### config.mk
export PLATFORM = sky130hd
export DESIGN_NAME = variable_partition_allocator_top
export DESIGN_NICKNAME = d
export VERILOG_FILES = /design/src/design/vpa_pkg.sv /design/src/design/variable_partition_allocator_top.sv
export SDC_FILE = /design/constraint.sdc
export NUM_CORES = 2
export LEC_CHECK = 0
export BUFFER_PORTS_ARGS = -buffer_cell sky130_fd_sc_hd__buf_2
export CORE_ASPECT_RATIO = 1.75
export CORE_MARGIN = 10
export CORE_UTILIZATION = 35
export DETAILED_ROUTE_END_ITERATION = 7
export HOLD_SLACK_MARGIN = 0.08
export SLEW_MARGIN = 20
export SYNTH_ARGS = -nofsm -noshare
export SYNTH_HDL_FRONTEND = slang
export SYNTH_SLANG_ARGS = --single-unit
### constraint.sdc
create_clock -name clk -period 5.49 [get_ports clk]
set_input_delay 0.2745 -clock clk [delete_from_list [all_inputs] [get_ports clk]]
set_output_delay 0.2745 -clock clk [all_outputs]
set_load 0.02 [all_outputs]
### src/design/vpa_pkg.sv
// Package for the variable partition allocator: sizes, request and status
// codes, and the transaction structs. No dependencies.
`default_nettype none
package vpa_pkg;
    localparam int POOL_UNITS  = 128;
    localparam int TABLE_DEPTH = 64;
    localparam int IDX_W = $clog2(TABLE_DEPTH);
    localparam int CNT_W = $clog2(TABLE_DEPTH + 1);

    localparam logic [2:0] ST_ALLOCATED  = 3'd0;
    localparam logic [2:0] ST_FREED      = 3'd1;
    localparam logic [2:0] ST_BAD_SIZE   = 3'd2;
    localparam logic [2:0] ST_NO_FIT     = 3'd3;
    localparam logic [2:0] ST_NOT_FOUND  = 3'd4;
    localparam logic [2:0] ST_TABLE_FULL = 3'd5;

    localparam logic       KIND_ALLOC = 1'b0;
    localparam logic       KIND_FREE  = 1'b1;

    localparam logic [1:0] STRAT_FIRST = 2'd0;
    localparam logic [1:0] STRAT_BEST  = 2'd1;
    localparam logic [1:0] STRAT_WORST = 2'd2;

    typedef struct packed {
        logic       kind;
        logic [7:0] request_size;
        logic [1:0] strategy;
        logic [15:0] owner_to_free;
    } req_t;

    typedef struct packed {
        logic [2:0]  status;
        logic [15:0] owner_given;
        logic [6:0]  block_start;
    } rsp_t;

    // one table entry as stored
    typedef struct packed {
        logic [6:0]  start;
        logic [7:0]  len;
        logic        free;
        logic [15:0] owner;
    } ent_t;
endpackage
`default_nettype wire

### src/design/variable_partition_allocator_top.sv
// Variable partition allocator top level: block table in one synchronous
// memory, scanned and shifted by a sequencer. Depends on vpa_pkg.
//
//  channel | ports                  | handshake
//  request | start, busy, req       | accepted when start && !busy
//  result  | done, rsp              | one-cycle strobe, no stall
//
// Sequence after acceptance: a read step and a compare step per entry
// scanned, then a decide step; a split shifts entries up with a read and a
// write step each, then writes the split-off and picked entries; a free reads
// the successor, writes one merge and shifts entries down with a read and
// a write step each. A zero allocation size goes straight to done. After
// reset the table is already valid: entry 0 reads as the whole pool until
// first written, no clear pass. busy stays high from acceptance through the done cycle.
`default_nettype none
module variable_partition_allocator_top
(
    input  wire logic clk,
    input  wire logic rst_n,
    input  wire logic start,
    input  wire vpa_pkg::req_t req,
    output logic busy,
    output logic done,
    output vpa_pkg::rsp_t rsp
);
    import vpa_pkg::*;

    typedef enum logic [3:0] {
        S_IDLE, S_SCAN, S_SCANW, S_DECIDE, S_SHUP_RD, S_SHUP_WR,
        S_WR_SPLIT, S_WR_PICK, S_RDA, S_RDB, S_MERGE, S_SHDN_RD, S_SHDN_WR, S_DONE
    } state_t;

    ent_t mem [TABLE_DEPTH];
    ent_t rd_q;
    logic [IDX_W-1:0] raddr;
    logic [IDX_W-1:0] waddr;
    ent_t wdata;
    logic we;
    logic init_reg;          // entry 0 not yet written: reads as the pool
    logic rd_zero_reg;       // last read addressed entry 0

    state_t state_reg;
    req_t   req_reg;
    logic [CNT_W-1:0] count_reg;
    logic [15:0] next_own_reg;
    logic [CNT_W-1:0] k_reg;       // scan / shift index
    logic found_reg;
    logic [IDX_W-1:0] pick_reg;
    ent_t pick_ent_reg;
    ent_t prev_reg;                // entry before the freed one
    ent_t nb_reg;                  // successor of the freed one
    logic succ_ok_reg;             // nb_reg holds a real successor
    logic [1:0] del_reg;           // entries removed by the shift down
    rsp_t rsp_reg;

    ent_t rd_ent;
    assign rd_ent = (init_reg && rd_zero_reg) ?
        ent_t'{7'd0, 8'(POOL_UNITS), 1'b1, 16'd0} : rd_q;

    always_ff @(posedge clk)
    begin
        if (we)
        begin
            mem[waddr] <= wdata;
        end
        rd_q <= mem[raddr];
    end

    logic hit_alloc, hit_free, better;
    assign hit_alloc = rd_ent.free && (rd_ent.len >= req_reg.request_size);
    assign hit_free  = !rd_ent.free && (rd_ent.owner == req_reg.owner_to_free);
    always_comb
    begin
        better = 1'b0;
        if (req_reg.strategy == STRAT_BEST)
            better = rd_ent.len < pick_ent_reg.len;
        else if (req_reg.strategy == STRAT_WORST)
            better = rd_ent.len > pick_ent_reg.len;
    end
    logic multi;
    assign multi = (req_reg.strategy == STRAT_BEST) || (req_reg.strategy == STRAT_WORST);

    logic [CNT_W-1:0] pick_ext;
    assign pick_ext = CNT_W'(pick_reg);

    logic split;
    assign split = (pick_ent_reg.len != req_reg.request_size);

    // entries written at the end of an allocation
    ent_t split_ent, pick_wr_ent;
    assign split_ent = ent_t'{7'(pick_ent_reg.start + req_reg.request_size),
                              8'(pick_ent_reg.len - req_reg.request_size), 1'b1, 16'd0};
    assign pick_wr_ent = ent_t'{pick_ent_reg.start, req_reg.request_size, 1'b0,
                                rsp_reg.owner_given};

    // merge of a freed entry: successor first, then predecessor
    logic succ_free, prev_free;
    logic [IDX_W-1:0] mrg_addr;
    ent_t mrg_ent;
    logic [CNT_W-1:0] mrg_src;
    logic [1:0] mrg_del;
    assign succ_free = succ_ok_reg && nb_reg.free;
    assign prev_free = (pick_reg != '0) && prev_reg.free;
    always_comb
    begin
        mrg_addr = pick_reg;
        mrg_ent = ent_t'{pick_ent_reg.start, pick_ent_reg.len, 1'b1, 16'd0};
        mrg_src = pick_ext;
        mrg_del = 2'd0;
        if (prev_free && succ_free)
        begin
            mrg_addr = IDX_W'(pick_reg - 1'b1);
            mrg_ent = ent_t'{prev_reg.start,
                             8'(prev_reg.len + pick_ent_reg.len + nb_reg.len), 1'b1, 16'd0};
            mrg_src = CNT_W'(pick_ext + 2'd2);
            mrg_del = 2'd2;
        end
        else if (succ_free)
        begin
            mrg_ent = ent_t'{pick_ent_reg.start, 8'(pick_ent_reg.len + nb_reg.len),
                             1'b1, 16'd0};
            mrg_src = CNT_W'(pick_ext + 2'd2);
            mrg_del = 2'd1;
        end
        else if (prev_free)
        begin
            mrg_addr = IDX_W'(pick_reg - 1'b1);
            mrg_ent = ent_t'{prev_reg.start, 8'(prev_reg.len + pick_ent_reg.len),
                             1'b1, 16'd0};
            mrg_src = CNT_W'(pick_ext + 1'b1);
            mrg_del = 2'd1;
        end
    end

    // raddr / write controls are combinational from state
    always_comb
    begin
        raddr = k_reg[IDX_W-1:0];
        we = 1'b0;
        waddr = k_reg[IDX_W-1:0];
        wdata = rd_ent;
        case (state_reg)
            S_SHUP_WR:
            begin
                we = 1'b1;
                waddr = IDX_W'(k_reg + 1'b1);
            end
            S_WR_SPLIT:
            begin
                we = 1'b1;
                waddr = IDX_W'(pick_ext + 1'b1);
                wdata = split_ent;
            end
            S_WR_PICK:
            begin
                we = 1'b1;
                waddr = pick_reg;
                wdata = pick_wr_ent;
            end
            S_MERGE:
            begin
                we = 1'b1;
                waddr = mrg_addr;
                wdata = mrg_ent;
            end
            S_SHDN_WR:
            begin
                we = 1'b1;
                waddr = IDX_W'(k_reg - CNT_W'(del_reg));
            end
            default: ;
        endcase
    end

    always_ff @(posedge clk or negedge rst_n)
    begin
        if (!rst_n)
        begin
            state_reg <= S_IDLE;
            req_reg <= '0;
            count_reg <= CNT_W'(1);
            next_own_reg <= 16'd1;
            init_reg <= 1'b1;
            rd_zero_reg <= 1'b0;
            k_reg <= '0;
            found_reg <= 1'b0;
            pick_reg <= '0;
            pick_ent_reg <= '0;
            prev_reg <= '0;
            nb_reg <= '0;
            succ_ok_reg <= 1'b0;
            del_reg <= '0;
            rsp_reg <= '0;
        end
        else
        begin
            rd_zero_reg <= (raddr == '0);
            if (we && waddr == '0)
                init_reg <= 1'b0;
            case (state_reg)
                S_IDLE:
                    if (start)
                    begin
                        req_reg <= req;
                        k_reg <= '0;
                        found_reg <= 1'b0;
                        if (req.kind == KIND_ALLOC && req.request_size == 8'd0)
                        begin
                            rsp_reg <= rsp_t'{ST_BAD_SIZE, 16'd0, 7'd0};
                            state_reg <= S_DONE;
                        end
                        else
                            state_reg <= S_SCANW;
                    end
                S_SCANW:
                    state_reg <= S_SCAN;   // read of k in flight
                S_SCAN:
                begin
                    // rd_ent holds entry k_reg
                    if (req_reg.kind == KIND_ALLOC)
                    begin
                        if (hit_alloc && (!found_reg || better))
                        begin
                            found_reg <= 1'b1;
                            pick_reg <= k_reg[IDX_W-1:0];
                            pick_ent_reg <= rd_ent;
                        end
                        if ((hit_alloc && !found_reg && !multi) || k_reg + 1'b1 >= count_reg)
                            state_reg <= S_DECIDE;
                        else
                        begin
                            k_reg <= k_reg + 1'b1;
                            state_reg <= S_SCANW;
                        end
                    end
                    else
                    begin
                        if (hit_free)
                        begin
                            found_reg <= 1'b1;
                            pick_reg <= k_reg[IDX_W-1:0];
                            pick_ent_reg <= rd_ent;
                            state_reg <= S_DECIDE;
                        end
                        else
                        begin
                            prev_reg <= rd_ent;
                            if (k_reg + 1'b1 >= count_reg)
                                state_reg <= S_DECIDE;
                            else
                            begin
                                k_reg <= k_reg + 1'b1;
                                state_reg <= S_SCANW;
                            end
                        end
                    end
                end
                S_DECIDE:
                begin
                    if (!found_reg)
                    begin
                        rsp_reg <= rsp_t'{(req_reg.kind == KIND_FREE) ? ST_NOT_FOUND :
                                          ST_NO_FIT, 16'd0, 7'd0};
                        state_reg <= S_DONE;
                    end
                    else if (req_reg.kind == KIND_ALLOC)
                    begin
                        if (split && count_reg >= CNT_W'(TABLE_DEPTH))
                        begin
                            rsp_reg <= rsp_t'{ST_TABLE_FULL, 16'd0, 7'd0};
                            state_reg <= S_DONE;
                        end
                        else
                        begin
                            rsp_reg <= rsp_t'{ST_ALLOCATED, next_own_reg,
                                              pick_ent_reg.start};
                            next_own_reg <= (next_own_reg == 16'hFFFF) ? 16'd1 :
                                            next_own_reg + 16'd1;
                            if (split)
                            begin
                                k_reg <= count_reg - 1'b1;
                                count_reg <= count_reg + 1'b1;
                                state_reg <= S_SHUP_RD;
                            end
                            else
                                state_reg <= S_WR_PICK;
                        end
                    end
                    else
                    begin
                        rsp_reg <= rsp_t'{ST_FREED, 16'd0, pick_ent_reg.start};
                        k_reg <= pick_ext + 1'b1;
                        succ_ok_reg <= 1'b0;
                        state_reg <= (pick_ext + 1'b1 < count_reg) ? S_RDA : S_MERGE;
                    end
                end
                // shift entries pick+1..count-1 up by one, top down
                S_SHUP_RD:
                    if (k_reg <= pick_ext)
                        state_reg <= S_WR_SPLIT;
                    else
                        state_reg <= S_SHUP_WR;
                S_SHUP_WR:
                begin
                    k_reg <= k_reg - 1'b1;
                    state_reg <= S_SHUP_RD;
                end
                S_WR_SPLIT:
                    state_reg <= S_WR_PICK;
                S_WR_PICK:
                    state_reg <= S_DONE;
                S_RDA:
                    state_reg <= S_RDB;   // successor read in flight
                S_RDB:
                begin
                    nb_reg <= rd_ent;
                    succ_ok_reg <= 1'b1;
                    state_reg <= S_MERGE;
                end
                S_MERGE:
                    if (mrg_del == 2'd0)
                        state_reg <= S_DONE;
                    else
                    begin
                        del_reg <= mrg_del;
                        k_reg <= mrg_src;
                        if (mrg_src < count_reg)
                            state_reg <= S_SHDN_RD;
                        else
                        begin
                            count_reg <= count_reg - CNT_W'(mrg_del);
                            state_reg <= S_DONE;
                        end
                    end
                // move entries from mrg_src upward down by del_reg
                S_SHDN_RD:
                    state_reg <= S_SHDN_WR;
                S_SHDN_WR:
                    if (k_reg + 1'b1 >= count_reg)
                    begin
                        count_reg <= count_reg - CNT_W'(del_reg);
                        state_reg <= S_DONE;
                    end
                    else
                    begin
                        k_reg <= k_reg + 1'b1;
                        state_reg <= S_SHDN_RD;
                    end
                S_DONE:
                    state_reg <= S_IDLE;
                default:
                    state_reg <= S_IDLE;
            endcase
        end
    end

    assign busy = (state_reg != S_IDLE);
    assign done = (state_reg == S_DONE);
    assign rsp  = rsp_reg;

    a_done_busy: assert property (@(posedge clk) disable iff (!rst_n) done |-> busy);
    a_done_once: assert property (@(posedge clk) disable iff (!rst_n) done |=> !done);
    a_status: assert property (@(posedge clk) disable iff (!rst_n)
        done |-> (rsp.status <= ST_TABLE_FULL));
    a_count: assert property (@(posedge clk) disable iff (!rst_n)
        (count_reg != '0) && (count_reg <= CNT_W'(TABLE_DEPTH)));
endmodule
`default_nettype wire
* Word-level counts from Yosys, hierarchy flattened *
Memory sizes are Yosys's and may differ from the RTL's. A register that Yosys moved wholly into a read port is not among the register bits.
Cells that the tools add are included.

storage, ports and cells
  bits in registers = 139
  latch bits = 0
  RAM bits = 2,048
  bits in read-only memories = 0
  input bits = 30
  output and inout port bits = 28
  word-level logic and storage cells = 208
  memories kept = 1

memories
  name  depth  width  read ports  clocked after Yosys merged registers in  write ports  RTL line                                text
  mem   64     32     1           1                                        1            variable_partition_allocator_top.sv:33  ent_t mem [TABLE_DEPTH];

operators by class
  add/subtract/negate cells = 16
  multiply operators = 0
  div/mod/pow operators = 0
  order comparisons = 8
  equality and inequality tests = 35
  shift-type cells = 0
  mux-type cells = 77
  bitwise operators = 5
  reductions and logical operators = 42

operator list
  kind                                            number
  2-to-1 mux 32 bit                               7
  2-to-1 mux 7 bit                                20
  2-to-1 mux 26 bit                               5
  one-hot mux 32 bit (3 select lines)             1
  one-hot mux 26 bit (2 select lines)             1
  one-hot mux 4 bit (13 select lines)             1
  one-hot mux 7 bit (6 select lines)              1
  2-to-1 mux 6 bit                                6
  one-hot mux 6 bit (5 select lines)              1
  adder 8 bit                                     3
  == test 4 bit (second input constant)           6
  2-to-1 mux 4 bit                                6
  one-hot mux 7 bit (3 select lines)              1
  inequality test 2 bit (second input constant)   10
  inequality test 3 bit (second input constant)   6
  adder 16 x 1 -> 16 bit (second input constant)  1
  == test 16 bit                                  1
  == test 16 bit (second input constant)          1
  == test 4 x 3 -> 1 bit (second input constant)  4
  2-to-1 mux 1 bit                                16
  2-to-1 mux 16 bit                               1
  AND reduction 8 bit                             2
  adder 7 x 1 -> 7 bit (second input constant)    2
  < comparator 7 bit                              2
  other kinds (39)                                78

* Longest topological paths before layout *
  depth in word-level cells = 10
  gate-level depth with buffers = 23
  mapped depth without buffers = 18

* Worst setup path before layout *
Ideal clock, no wire load.

  path type = reg-to-reg
  from = register pick_reg[0]
  to = memory mem[0][18] (netlist bit) (data pin)
  setup time = 0.702 ns
  arrival = 5.235 ns
  data required time = 4.788 ns
  path slack = -0.447 ns
  cell stages (with the launch flop) = 13
  path buffers = 5
  clock period less this slack = 5.937 ns
  cell sequence = dfrtp_1 clkbuf_1 inv_1 ha_1 nor3b_4 a21oi_1 clkbuf_1 clkbuf_1 ha_1 clkbuf_1 buf_1 o21ai_0 o21ai_0

RTL lines
  element                 RTL line                                 text
  start, declared         variable_partition_allocator_top.sv:48   logic [IDX_W-1:0] pick_reg;
  start signal, assigned  variable_partition_allocator_top.sv:225  pick_reg <= k_reg[IDX_W-1:0];
  start signal, assigned  variable_partition_allocator_top.sv:241  pick_reg <= k_reg[IDX_W-1:0];
  end, declared           variable_partition_allocator_top.sv:33

* Worst setup path in the final report *
  from = register pick_reg[0]
  to = memory mem[52][9] (netlist bit), enable pin

on the way
  longest elaborated chain between the ends = 6
  elaborated cells between the ends (all ways) = 9
  classes of those cells = add/sub (2); mux (4); reduce/logical (3)

RTL lines
  element                                                            RTL line                                 text
  branches (longest 5 deep; another with subtractor 6 x 1 -> 6 bit)  --
  one-hot mux 6 bit (5 select lines) (*)                             variable_partition_allocator_top.sv:142  case (state_reg)

Every way passes the cells marked *.

==> impl_results.md <==
- Vias: about 43000
- Drt via density: around 5.4
- Total wire length: ~220000 um
- Data arrival time of the critical path: between 5000 and 6000 ps
- Worst reg2reg path startpoint: pick_reg[0]
- Setup repair after global routing missed its margin: no
- DRT antenna net count: 0
- Number of violations of the max-capacitance limit: 0
- Number of flops mapped to enable cells by yosys: around 2000
- Initial antenna violation count: 3
- Pleak: approximately 32 nW
- Final count of pins violating max slew: 0
- Capture instance of the worst register-to-register path: mem[52][9]
- Wire length of the first global-routing pass: around 330000 um
- Total area of multi-input combinational cells: between 20000 and 25000 sq um
- Overall die area: 277000 sq um
- Worst min-delay path startpoint: req[12]
- Worst Hold Endpoint: req_reg[12]
- Maximum net fanout on the critical path: 32
- Run status: finished, final reports clean
- Horizontal die dimension: around 400 um
- Layout cells sized above 1: 28.6%
- Leading post-synthesis cells by cell area: edfxtp_1 (69%), mux4_2 (17%), dfrtp_1 (3.8%), ha_1 (1.3%), dfxtp_1 (0.72%)
- Overflow left after global routing: 0
- Number of unique standard cell types used by synthesis: 88
- Core Footprint: between 200000 and 300000 sq um
- Clock H-tree levels: 4
- Clock slew seen by the registers of the worst setup and hold paths: roughly 70 ps
- Clock Tree Buf Depth: 4
- Setup-failing EPs final: 0
- Post-Route Hold Slack: approximately 170 ps
- Instance count of the mapped netlist: 4246
- Detailed router's first-iteration violation count: approximately 3400
- Clock Latency Late Sink: about 860 ps
- Clock tree sinks: around 2200
- First-pass iteration count of the detailed router: 7
- Largest net degree at the start of global routing: approximately 130
- Crit path launch type: register
- Post-CTS setup buffer count: 0
- Actual transition at the worst max-transition pin: roughly 1100 ps
- Weighted congestion at the end of routability-driven global placement: ~0.91
- Final net count: 4585
- Largest register FFs: approximately 2000
- Top-area cell type share of the netlist area: between 60 and 70%
- Total number of placement rows: between 200 and 250
- Finished Cell Area: 102000 sq um
- Synthesized cell area: 89400 sq um
- Vertical die dimension: approximately 690 um
- #FFs+latches synth: about 2200
- CP Capture Type: register
- Async set-reset flop share out of synthesis: under 10%
- Mapped Nets: 4375
- Prevailing post-synth register cell: edfxtp_1
- Total power: 54.2 mW
- Fill cell total of the finished layout: 22300
- Largest area contributor in the synthesized netlist: edfxtp_1
- Port buffer count: 57
- Detailed-route DRC error count: 0
- R2R cell count: 14
- Placed cell area: ~95000 sq um
- Accumulated negative setup slack: 0 ps
- Num CTS Buffers: 190
- Worst min path class: in2reg
- Worst Hold Depth: 4
- Power density over the cells: approximately 530 nW/um^2
- Data required time at the worst endpoint: between 5000 and 6000 ps
- Routed wirelength normalized by instance count: approximately 28 um
- Detailed placement HPWL: 144000 um
- Synthesized area per cell: around 21 sq um
- Warning count from the yosys run: 0
- Layout area overhead: 13.7%
- Vias in the first global route: 45700
- Fraction of the yosys area taken by sequential cells: around 73%
- Worst slew margin relative to its limit: 27.2%
- Flop-to-flop setup slack: roughly 280 ps
- Achievable frequency: approximately 190 MHz
- Starting density of the core: 35.1%
- Area of all sequential standard cells: 65600 sq um
- Worst IR drop on VDD: 300 uV
- Fin crit share: around 95%
- Worst setup path category: reg2reg
- Post-layout min period: approximately 5200 ps
- CTS tree: yes
- Number of endpoints with negative hold slack in the final report: 0
- Num ports: between 50 and 60
- CTS root buf: clkbuf_16
- Worst-case clock skew: roughly 75 ps
- Total GRT Usage: 16.1%
-- worst max-delay path by stage --
stage,from,end,slack (ps),cells past startpoint
2_1_floorplan,pick_reg[0],mem[0][22],190,14
3_5_place_dp,pick_reg[0],mem[52][2],410,14
6_report,pick_reg[0],mem[52][9],280,14
5_1_grt,pick_reg[0],mem[48][28],110,14
3_3_place_gp,pick_reg[0],mem[52][2],380,14
4_1_cts,pick_reg[0],mem[52][23],400,14
-- Yosys cell counts (13+ instances only) --
| master | count |
|---|---|
| nand2_1 | 141 |
| buf_1 | 39 |
| buf_2 | 44 |
| nand2b_1 | 18 |
| edfxtp_1 | 2048 |
| dfxtp_1 | 32 |
| and2_1 | 14 |
| a22o_1 | 47 |
| dfrtp_1 | 136 |
| mux2i_1 | 17 |
| nor3_1 | 15 |
| buf_4 | 32 |
| xnor2_1 | 59 |
| ha_1 | 92 |
| o21ai_0 | 69 |
| inv_1 | 64 |
| mux2_2 | 20 |
| a21o_1 | 24 |
| mux4_2 | 672 |
| nor2_1 | 159 |
| nand3_1 | 35 |
| a31oi_1 | 13 |
| a21oi_1 | 80 |
| clkbuf_1 | 111 |
| xor2_1 | 27 |
-- cells by family after synthesis --
kind of cell | share of synthesized area (%)
multiplexers | 17.6
AND/OR/NAND/NOR | 2.36
adder cells (fa/ha/maj) | 1.47
AO/OA/AOI/OAI | 2.81
buffers and inverters | 1.49
flip-flops | 73.4
XOR/XNOR | 0.843
-- repair_timing --
item                                   in CTS  in global routing
resized for setup                           0                  0
hold buffers                               31                  0
endpoints found under the hold margin     120                  0
-- area by class of cell --
cell class,instances,share of cell area [%]
well taps,3334,4.10
diodes,1,0.00246
flip-flops and latches,2219,64.6
clock buffers,227,4.89
multi-input cells,1729,22.8
repair buffers,249,2.36
inverters,67,0.247
clock inverters,107,1.05
-- routing by layer --
metal  global-route usage, %  vias up  share of wire [%]  routed length [um]
met2                    31.4     1153                 57              128000
met5                       0        -                  0                   0
met3                    1.66      472                3.6                8190
li1                        -    18100                  -                   -
met4                    7.08        0                5.0               11200
met1                    17.3    22900                 34               77200
-- layout by cell type, fill, tap and decap left out, drive strengths merged, types with 18 or more instances in the layout --
master,Yosys,final
o21ai,75,75
a21oi,80,80
inv,67,72
buf,120,219
xor2,27,27
a22o,47,47
dlygate4sd3,0,30
dfrtp,136,136
clkbuf,111,227
mux2,34,34
nor2,159,159
bufinv,0,19
edfxtp,2048,2048
ha,92,92
a21o,24,24
nand2,142,142
xnor2,59,59
mux4,672,672
clkinv,0,70
nand2b,18,18
dfxtp,32,32
nand3,35,35
-- critical path, stage by stage (launching register included) --
cell       delay, ps
dfrtp_1          600
inv_1            240
ha_1             260
nor3b_4          170
a21oi_1          190
ha_1             340
buf_4            250
a21oi_1           60
a2bb2oi_1        170
o211ai_1         370
o21ai_1          220
nor3_1           560
nand2_1          610
nor2_4           230
buf_4            530
-- per-stage QoR --
step / util, % / setup slack [ps] / instances
CTS: 39.9 / 403 / 7932
global placement: 37.4 / 380 / 7567
global route: 40.0 / 112 / 7933
floorplan: - / 188 / 4246
detailed placement: 37.4 / 409 / 7567
finish: 40.0 / 278 / 7933
-- power by group --
group | switching [mW] | internal [mW] | total, mW | leakage (nW)
combinational | 10.6 | 5.90 | 16.5 | 8.35
clock | 6.05 | 7.36 | 13.4 | 2.93
sequential | 1.11 | 23.2 | 24.3 | 20.5
(Power assumes the default switching activity.)
